### src/design/lbc_pkg.sv
// ----------------------------------------------------------------------------
// LRU block cache package
// Sizes, field widths, operation codes and the request and response bundles
// shared by the entry store and the top level.
// ----------------------------------------------------------------------------
package lbc_pkg;

	// Cache geometry.
	localparam int CACHE_ENTRIES = 16;
	localparam int KEY_BITS      = 64;
	localparam int BLOCK_BITS    = 64;

	// Fixed widths of the stream fields.
	localparam int FIELD_W  = 64;
	localparam int S_DATA_W = 2 * FIELD_W;
	localparam int M_DATA_W = FIELD_W;

	// Recency rank width; one bit even for a single entry.
	localparam int AGE_W = (CACHE_ENTRIES > 1) ? $clog2(CACHE_ENTRIES) : 1;
	localparam logic [AGE_W-1:0] AGE_OLDEST = AGE_W'(CACHE_ENTRIES - 1);

	// Operation codes carried on the input tuser.
	typedef enum logic [0:0] {
		OP_PUT = 1'b0,
		OP_GET = 1'b1
	} op_t;

	// Request presented to the entry store; commit marks the cycle it takes effect.
	typedef struct packed {
		logic                  commit;
		op_t                   op;
		logic [KEY_BITS-1:0]   key;
		logic [BLOCK_BITS-1:0] data;
	} store_req_t;

	// Lookup result returned by the entry store.
	typedef struct packed {
		logic                  hit;
		logic [BLOCK_BITS-1:0] data;
	} store_rsp_t;

endpackage

### src/design/lru_block_cache.sv
// A result word passes the input register, then the result register, before it is
// offered; a stalled output can hold it in the input register.
// Throughput: one word per cycle while the output is not stalled, set by the parallel
// key compare and rank update over all entries.
// Reset: arst_n clears all valid marks and ranks, so the cache starts empty
// and is ready to accept as soon as reset is released.
// ----------------------------------------------------------------------------
// LRU block cache
// Fully associative put/get cache with least-recently-written replacement,
// stream input and output with one result word per input word.
// ----------------------------------------------------------------------------
module lru_block_cache (
	input  logic                         clk,
	input  logic                         arst_n,
	input  logic                         s_tvalid,
	output logic                         s_tready,
	input  logic [lbc_pkg::S_DATA_W-1:0] s_tdata,  // lookup_key[63:0], write_data[127:64]
	input  logic                         s_tuser,  // op[0]
	output logic                         m_tvalid,
	input  logic                         m_tready,
	output logic [lbc_pkg::M_DATA_W-1:0] m_tdata,  // read_data[63:0]
	output logic                         m_tuser   // hit[0]
);
	import lbc_pkg::*;

	logic                  valid_s1;
	op_t                   op_s1;
	logic [KEY_BITS-1:0]   key_s1;
	logic [BLOCK_BITS-1:0] data_s1;
	logic                  out_valid_q;
	logic                  hit_q;
	logic [M_DATA_W-1:0]   rdata_q;
	logic                  advance;
	store_req_t            req;
	store_rsp_t            rsp;

	// The input stage moves on whenever the result register is free or drains.
	assign advance  = valid_s1 && (!out_valid_q || m_tready);
	assign s_tready = !valid_s1 || advance;

	// Input register.
	always_ff @(posedge clk or negedge arst_n) begin
		if (!arst_n) begin
			valid_s1 <= 1'b0;
		end else if (s_tready) begin
			valid_s1 <= s_tvalid;
		end
	end

	always_ff @(posedge clk) begin
		if (s_tvalid && s_tready) begin
			op_s1   <= op_t'(s_tuser);
			key_s1  <= s_tdata[KEY_BITS-1:0];
			data_s1 <= s_tdata[FIELD_W +: BLOCK_BITS];
		end
	end

	// Lookup and update.
	assign req.commit = advance;
	assign req.op     = op_s1;
	assign req.key    = key_s1;
	assign req.data   = data_s1;

	lbc_store u_store (
		.clk    (clk),
		.arst_n (arst_n),
		.req    (req),
		.rsp    (rsp)
	);

	// Result register.
	always_ff @(posedge clk or negedge arst_n) begin
		if (!arst_n) begin
			out_valid_q <= 1'b0;
		end else if (advance) begin
			out_valid_q <= 1'b1;
		end else if (m_tready) begin
			out_valid_q <= 1'b0;
		end
	end

	always_ff @(posedge clk) begin
		if (advance) begin
			hit_q   <= rsp.hit;
			rdata_q <= M_DATA_W'(rsp.data);
		end
	end

	assign m_tvalid = out_valid_q;
	assign m_tdata  = rdata_q;
	assign m_tuser  = hit_q;

endmodule

### src/design/lbc_store.sv
// ----------------------------------------------------------------------------
// LRU block cache entry store
// Holds the entries, matches the key against all of them in parallel and
// applies the put update with the recency ranks on a committed request.
// ----------------------------------------------------------------------------
module lbc_store (
	input  logic               clk,
	input  logic               arst_n,
	input  lbc_pkg::store_req_t req,
	output lbc_pkg::store_rsp_t rsp
);
	import lbc_pkg::*;

	logic [CACHE_ENTRIES-1:0]                 valid_q;
	logic [CACHE_ENTRIES-1:0][AGE_W-1:0]      age_q;
	logic [CACHE_ENTRIES-1:0][KEY_BITS-1:0]   key_q;
	logic [CACHE_ENTRIES-1:0][BLOCK_BITS-1:0] payload_q;

	logic [CACHE_ENTRIES-1:0] match;
	logic [CACHE_ENTRIES-1:0] free_vec;
	logic [CACHE_ENTRIES-1:0] free_first;
	logic [CACHE_ENTRIES-1:0] oldest_vec;
	logic [CACHE_ENTRIES-1:0] oldest_first;
	logic [CACHE_ENTRIES-1:0] victim;
	logic [CACHE_ENTRIES-1:0] young_vec;
	logic                     any_hit;
	logic [AGE_W-1:0]         hit_age;
	logic [BLOCK_BITS-1:0]    hit_data;
	logic                     do_put;

	// Per-entry compare; valid keys are unique, so at most one entry matches.
	always_comb begin
		for (int i = 0; i < CACHE_ENTRIES; i++) begin
			match[i]      = valid_q[i] && (key_q[i] == req.key);
			free_vec[i]   = !valid_q[i];
			oldest_vec[i] = valid_q[i] && (age_q[i] == AGE_OLDEST);
			young_vec[i]  = valid_q[i] && (age_q[i] == '0);
		end
	end

	// Merge the matching entry's payload and rank.
	always_comb begin
		hit_data = '0;
		hit_age  = '0;
		for (int i = 0; i < CACHE_ENTRIES; i++) begin
			if (match[i]) begin
				hit_data = hit_data | payload_q[i];
				hit_age  = hit_age | age_q[i];
			end
		end
	end

	assign any_hit = |match;

	// Victim: lowest free slot, else the oldest entry, else slot zero.
	assign free_first   = free_vec & (~free_vec + CACHE_ENTRIES'(1));
	assign oldest_first = oldest_vec & (~oldest_vec + CACHE_ENTRIES'(1));

	always_comb begin
		priority if (|free_vec) begin
			victim = free_first;
		end else if (|oldest_vec) begin
			victim = oldest_first;
		end else begin
			victim = CACHE_ENTRIES'(1);
		end
	end

	assign do_put = req.commit && (req.op == OP_PUT);

	// Response for the request in the input stage.
	assign rsp.hit  = any_hit;
	assign rsp.data = (req.op == OP_GET && any_hit) ? hit_data : '0;

	// Valid marks and recency ranks.
	always_ff @(posedge clk or negedge arst_n) begin
		if (!arst_n) begin
			valid_q <= '0;
			age_q   <= '0;
		end else if (do_put) begin
			for (int i = 0; i < CACHE_ENTRIES; i++) begin
				if (any_hit) begin
					if (match[i]) begin
						age_q[i] <= '0;
					end else if (valid_q[i] && age_q[i] < hit_age) begin
						age_q[i] <= age_q[i] + AGE_W'(1);
					end
				end else begin
					if (victim[i]) begin
						valid_q[i] <= 1'b1;
						age_q[i]   <= '0;
					end else if (valid_q[i]) begin
						age_q[i] <= age_q[i] + AGE_W'(1);
					end
				end
			end
		end
	end

	// Keys and payloads.
	always_ff @(posedge clk) begin
		if (do_put) begin
			for (int i = 0; i < CACHE_ENTRIES; i++) begin
				if (any_hit ? match[i] : victim[i]) begin
					payload_q[i] <= req.data;
				end
				if (!any_hit && victim[i]) begin
					key_q[i] <= req.key;
				end
			end
		end
	end

	// Keys among valid entries stay unique.
	a_match_unique: assert property (@(posedge clk) disable iff (!arst_n)
		$onehot0(match))
		else $error("more than one entry matches the key");

	// At most one valid entry can be the most recent.
	a_young_unique: assert property (@(posedge clk) disable iff (!arst_n)
		$onehot0(young_vec))
		else $error("several entries hold the most recent rank");

	// A get leaves the valid marks and ranks as they were.
	a_get_stable: assert property (@(posedge clk) disable iff (!arst_n)
		(req.commit && req.op == OP_GET) |=> ($stable(age_q) && $stable(valid_q)))
		else $error("a get changed the recency state");

	// Entries are never dropped, only replaced.
	a_fill_grows: assert property (@(posedge clk) disable iff (!arst_n)
		$countones(valid_q) >= $countones($past(valid_q)))
		else $error("the number of valid entries shrank");

endmodule

### config.mk
export PLATFORM = sky130hd
export DESIGN_NAME = lru_block_cache
export DESIGN_NICKNAME = d
export VERILOG_FILES = /design/src/design/lbc_pkg.sv /design/src/design/lru_block_cache.sv /design/src/design/lbc_store.sv
export SDC_FILE = /design/constraint.sdc
export NUM_CORES = 2
export LEC_CHECK = 0
export ABC_AREA = 1
export BUFFER_PORTS_ARGS = -buffer_cell sky130_fd_sc_hd__clkbuf_2
export CORE_AREA = 5 5 493 495
export CTS_CLUSTER_SIZE = 10
export DETAILED_ROUTE_END_ITERATION = 8
export DIE_AREA = 0 0 498 500
export GPL_ROUTABILITY_DRIVEN = 0
export PLACE_DENSITY = 0.59
export SYNTH_ARGS = -nofsm -noshare
export SYNTH_HDL_FRONTEND = slang
export SYNTH_SLANG_ARGS = --single-unit
### constraint.sdc
create_clock -name clk -period 16.2 [get_ports clk]
set_clock_uncertainty 0.15 [all_clocks]
set_input_delay 0.81 -clock clk [delete_from_list [all_inputs] [get_ports clk]]
set_output_delay 0.81 -clock clk [all_outputs]
set_load 0.01 [all_outputs]
; Yosys cells after proc, flatten, opt, wreduce, memory -nomap -nowiden
; Index checks and enable logic that the tools add are counted.
[word_totals]
regBits = 2324
wordCells = 494
[classes]
add_sub_neg = 18
order_cmp = 16
eq_ne = 48
n_mux = 132
bitwise = 36
reduce_logical = 173
[op_table]
columns = cell, count
row1 = 64-bit == test, 16
row2 = 64-bit two-way mux, 16
row3 = 64-bit OR, 15
row4 = 4-bit two-way mux, 96
row5 = 3-bit AND reduction, 32
row6 = 1-bit logical AND, 68
row7 = 4-bit by 1-bit adder with 4-bit output (second input constant), 16
row8 = 4-bit == test (second input constant), 16
row9 = 4-bit < comparator, 16
row10 = 2-bit AND reduction, 32
row11 = 4-bit OR, 15
row12 = 3-bit by 2-bit != test with 1-bit output (second input constant), 16
row13 = 3-bit nonzero test, 16
row14 = 16-bit OR reduction, 3
row15 = 16-bit by 1-bit adder with 16-bit output (second input constant), 2
row16 = 16-bit AND, 2
row17 = 16-bit two-way mux, 2
row18 = 16-bit NOT, 2
row19 = 1-bit zero test, 19
row20 = 1-bit two-way mux, 18
row21 = 1-bit logical OR, 2
row22 = 1-bit NOT, 2
row23 = 2-bit nonzero test, 1

; Longest topological paths before layout
[logic_depth]
word_depth = 38
mapped_depth = 28
mapped_depth_nobuf = 24

; By module
; From an unflattened synthesis, not the netlist that was laid out.
[unflattened]
cells_unflattened = 9593
area_unflattened_um2 = 104570.3
[by_module_without_submodules]
columns = mod, n_inst, cells_per_inst, area_per_inst_um2, seq_area_each_um2
row1 = lbc_store, 1, 9387, 98649.6, 63500.9
row2 = lru_block_cache, 1, 206, 5920.7, 5875.6

; Worst setup path after synthesis
; No wires, ideal clock.
[synth_path]
kind = register to register
start = register key_s1[38]
end = register u_store.key_q[100] (netlist name) (enable)
setup_ns = 0.486
t_arrival_ns = 5.215
setup_slack_ns = 10.348
stages_incl_launch_ff = 21
path_buffers = 6
synth_period_minus_slack_ns = 5.852
path_cell_list = edfxtp_1 buf_4 inv_2 buf_6 buf_4 o21ai_0 nor2_1 nand2_1 nor2_1 nand2_1 nor2_2 nand3_2 nand2_2 nor3_4 nand2_4 nor2_8 buf_6 buf_6 nand2_1 buf_2 nor2_1
[synth_between]
elab_chain_len = 6
[synth_rtl]
columns = element, line
row1 = "start, declared", lru_block_cache.sv:28  ; logic [KEY_BITS-1:0] key_s1;
row2 = "start signal, assigned", lru_block_cache.sv:53  ; key_s1 <= s_tdata[KEY_BITS-1:0];
row3 = 64-bit == test, lbc_store.sv:34  ; match[i] = valid_q[i] && (key_q[i] == req.key);
row4 = 1-bit logical AND, lbc_store.sv:34
row5 = 16-bit OR reduction (*), lbc_store.sv:53  ; assign any_hit = |match;
row6 = 1-bit zero test (*), lbc_store.sv:107  ; if (!any_hit && victim[i]) begin
row7 = 1-bit logical AND (*), lbc_store.sv:107
row8 = 2-bit AND reduction (no source line) (*), -
row9 = "end signal, assigned by index", lbc_store.sv:108  ; key_q[i] <= req.key;
row10 = "end, declared", lbc_store.sv:16  ; logic [CACHE_ENTRIES-1:0][KEY_BITS-1:0] key_q;
; Mark *: on every way between the ends. The rest lies on a longest branch, timed or not.
; A chain may end at the register's enable or synchronous reset.

; Worst setup path after layout
[layout_path]
start = register key_s1[19]
end = register u_store.payload_q[642] (netlist name) (enable)
[layout_between]
elab_chain_len = 5
[layout_rtl]
columns = element, line
row1 = 64-bit == test, lbc_store.sv:34
row2 = 1-bit logical AND, lbc_store.sv:34
row3 = 16-bit OR reduction (*), lbc_store.sv:53
row4 = named net u_store.any_hit, lbc_store.sv:26  ; logic any_hit;
row5 = 1-bit two-way mux (*), lbc_store.sv:104  ; if (any_hit ? match[i] : victim[i]) begin
row6 = 2-bit AND reduction (no source line) (*), -
row7 = "end signal, assigned by index", lbc_store.sv:105  ; payload_q[i] <= req.data;
row8 = "end, declared", lbc_store.sv:17  ; logic [CACHE_ENTRIES-1:0][BLOCK_BITS-1:0] payload_q;
; Mark *: on every way through the listed nets, which the timed path passes. The rest lies on a longest branch.

==> results.toml <==
[status]
status = "finished, final reports clean"

[timing]
fin_crit_ps = 6829
rsz0062_at_grt = "no"
fmax_ghz = 0.1464
setup-tns-final_ps = 0
finalHoldViolCount = 0
tightest_slew_ps = 1315
slew_headroom_pct = 11.68
timing.final.ws_setup_ps = 9371
fin_crit_sh_pct = 42.16
slew_viol_final = 0
setup_viol = 0

[flow_run]
drv_cap = 0

[pwr]
seq_power_share_pct = 51.0
p_sw_share_pct = 25.26
power.internal_mw = 10.62
power_switching_mw = 3.588
pwr_density_cell_mw_per_mm2 = 130.7
vdd_drop_max_v = 0.0001174
p_leak_nw = 38.21
total_power_mw = 14.21
p_clk_share_pct = 39.1
p_comb_share_pct = 9.9

[clock_network]
clkTransAtPathRegs_ps = 60
clock_path_buffers = 4
post-cts-setup-buffer-count = 0
cts-hold-fix-buffers = 125
cts-resized-gates = 0
clk-insertion-delay-late_ps = 950
h-tree-depth = 5
root_buffer = "clkbuf_16"
cts_sinks = 2324
cts_buffers = 288
cts_tree = "yes"

[critical_path]
required_ps = 16550
critPathKind = "flip-flop to flip-flop"
crit_fanout = 51
worstSetupEndpointType = "flip-flop"
cp.arrival_ps = 7180
startpoint_type = "flip-flop"

[logic_synthesis]
ys_ff_latch = 2324
synth_top_area_share_pct = 71.01
synthTopCellsByCount = "edfxtp_1 (2242), nand2_1 (1475), nor2_1 (655)"
synth_async_sr_flop_share_pct = 3.528
yosysMostFrequentCell = "edfxtp_1"
synth_xor_area_share_pct = 2.965
ys_seq_area_share_pct = 73.18
synth_cell_types = 47
yosysTopAreaCell = "edfxtp_1"
yosys.area_share.simple_pct = 10.17
synth_edf_count = 2242
ys_warn_count = 0
synth_top_family_by_area = "simple AND/OR/NAND/NOR gates"
synthAdderAreaFrac_pct = 0.8446
postSynthCellCount = 7167
syn_area_mm2 = 0.09481
ys.flop_type = "edfxtp_1"
synth_compound_area_share_pct = 9.308
syn_avg_cell_area_um2 = 13.23
synth.area.mux_share_pct = 0
ys_top_cells_by_area = "edfxtp_1 (71%), nand2_1 (5.8%), nor2_1 (2.6%)"
syn_nets = 7364

[grt]
overflow = 0
antenna_found_initial = 24
grt_pass1_wl_um = 450100
grt_max_degree = 92
grt_use_total_pct = 25.06
grt_pass1_vias = 60880

[route]
viasPerCell = 5.816
finalWirelength_um = 322000
wire_per_inst_um = 29.54
drc = 0
dr.pass1.iters = 8
initialDrtViolationCount = 8766
vias = 63400
ant_nets = 0

[worst_hold_path]
holdCritPathClass = "input port to flip-flop"

[placed_design]
io_buffers = 199
post-place-ws_ps = 9710
dpl-instance-area_mm2 = 0.09972
hpwlAfterDp_um = 186200

[final_layout]
drive_gt1_share_pct = 10.57
stdcell_area_mm2 = 0.1087
area_growth_pct = 14.65
fillers = 20940
nets = 7853

[die]
rows = 179
io_pins = 200
fp.coreArea_mm2 = 0.2374
start_util_pct = 39.94
die_h_um = 500
fp.dieW_um = 498
dieArea_mm2 = 0.2490
-- final cells by class --
class                      count  area, µm²  area share, %
antenna                        6      15.01        0.01381
clock buffer                 340       7582          6.976
sequential                  2324      69380          63.83
multi-input combinational   4069      22330          20.54
inverter                     496       1909          1.757
tap                         3167       3963          3.646
clock inverter                22      121.4         0.1117
timing repair buffer         477       3401          3.129
-- cells by family after synthesis --
family	count (synthesis)
AND/OR/NAND/NOR	2412
flip-flops	2324
AO/OA/AOI/OAI	1272
buffers and inverters	774
XOR/XNOR	321
adder cells (fa/ha/maj)	64
-- through the flow --
| step | hold WS [ps] | std cells | utilization (%) |
|---|---|---|---|
| floorplan | 328.6 | 7167 | - |
| global placement | 339.4 | 10410 | 42.00 |
| detailed placement | 338.0 | 10410 | 42.00 |
| CTS | 3.632 | 10890 | 45.77 |
| global route | 11.74 | 10900 | 45.78 |
| finish | 29.43 | 10900 | 45.79 |
-- worst max-delay path: stages (launching register included) --
cell and delay (ps):
edfxtp_1 320, buf_4 420, inv_1 670, o21ai_0 950, nor2_1 110, nand2_1 90
nor2_1 40, nand2_1 60, nor2_1 60, nand3_1 390, nand2_1 130, nor2_2 170
nand2_4 80, nor2_8 650, inv_2 210, nand2_1 150, nand2_2 120, nor2_4 550
buf_4 980
-- placed cells by master (no fill, tap or decap), drive strengths merged, types with 2 or more instances in the layout --
| master | instances |
|---|---|
| dlygate4sd3 | 126 |
| nor4 | 9 |
| nand2 | 1485 |
| a221oi | 256 |
| clkinv | 23 |
| edfxtp | 2242 |
| nor3b | 2 |
| clkbuf | 538 |
| a22o | 256 |
| inv | 495 |
| a41oi | 64 |
| nor2 | 666 |
| ha | 64 |
| nand3 | 121 |
| xor2 | 128 |
| dfrtp | 82 |
| buf | 153 |
| o22ai | 69 |
| o21ai | 576 |
| a22oi | 2 |
| or2 | 6 |
| and2 | 3 |
| diode | 6 |
| nand4 | 77 |
| a21oi | 45 |
| nor3 | 42 |
| xnor2 | 193 |
-- per-layer routing --
metal	vias to the layer above	GRT usage, %	routed length, µm
met3	742	5.363	33850
met2	4021	39.34	146600
li1	26850	-	-
met5	-	0	112
met4	16	10.61	14760
met1	31770	33.97	126700
-- power groups by stage --
stage,logic [mW],clock network [mW],registers (mW)
floorplan,0.768,0,7.30
global placement,1.33,0,7.34
global route,1.52,5.87,7.27
finish,1.41,5.55,7.24
detailed placement,1.35,0,7.35
CTS,1.38,5.61,7.24
-- sequential cells by signal, summed over array words and instances, names as in the netlist --
name,count
data_s1,64
key_s1,64
m_tdata,64
m_tuser,1
m_tvalid,1
op_s1,1
u_store.age_q,64
u_store.key_q,1024
u_store.payload_q,1024
u_store.valid_q,16
valid_s1,1
-- path summary, 6_finish.rpt --
path                       slack [ps]                 start                               end  cells past startpoint
setup reg to reg                 9370  key_s1[19]$_DFFE_PP_  u_store.payload_q[642]$_DFFE_PP_                     18
max in group asynchronous       14360                arst_n     u_store.age_q[18]$_DFFE_PN0P_                      3
min in group asynchronous         300                arst_n    u_store.valid_q[8]$_DFFE_PN0P_                      2
hold / removal                     30           s_tdata[46]              key_s1[46]$_DFFE_PP_                      1
hold reg to reg                   350   key_s1[0]$_DFFE_PP_      u_store.key_q[320]$_DFFE_PP_                      0
setup / recovery                 9370  key_s1[19]$_DFFE_PP_  u_store.payload_q[642]$_DFFE_PP_                     18
No activity file was read; power rests on OpenSTA's default activity.
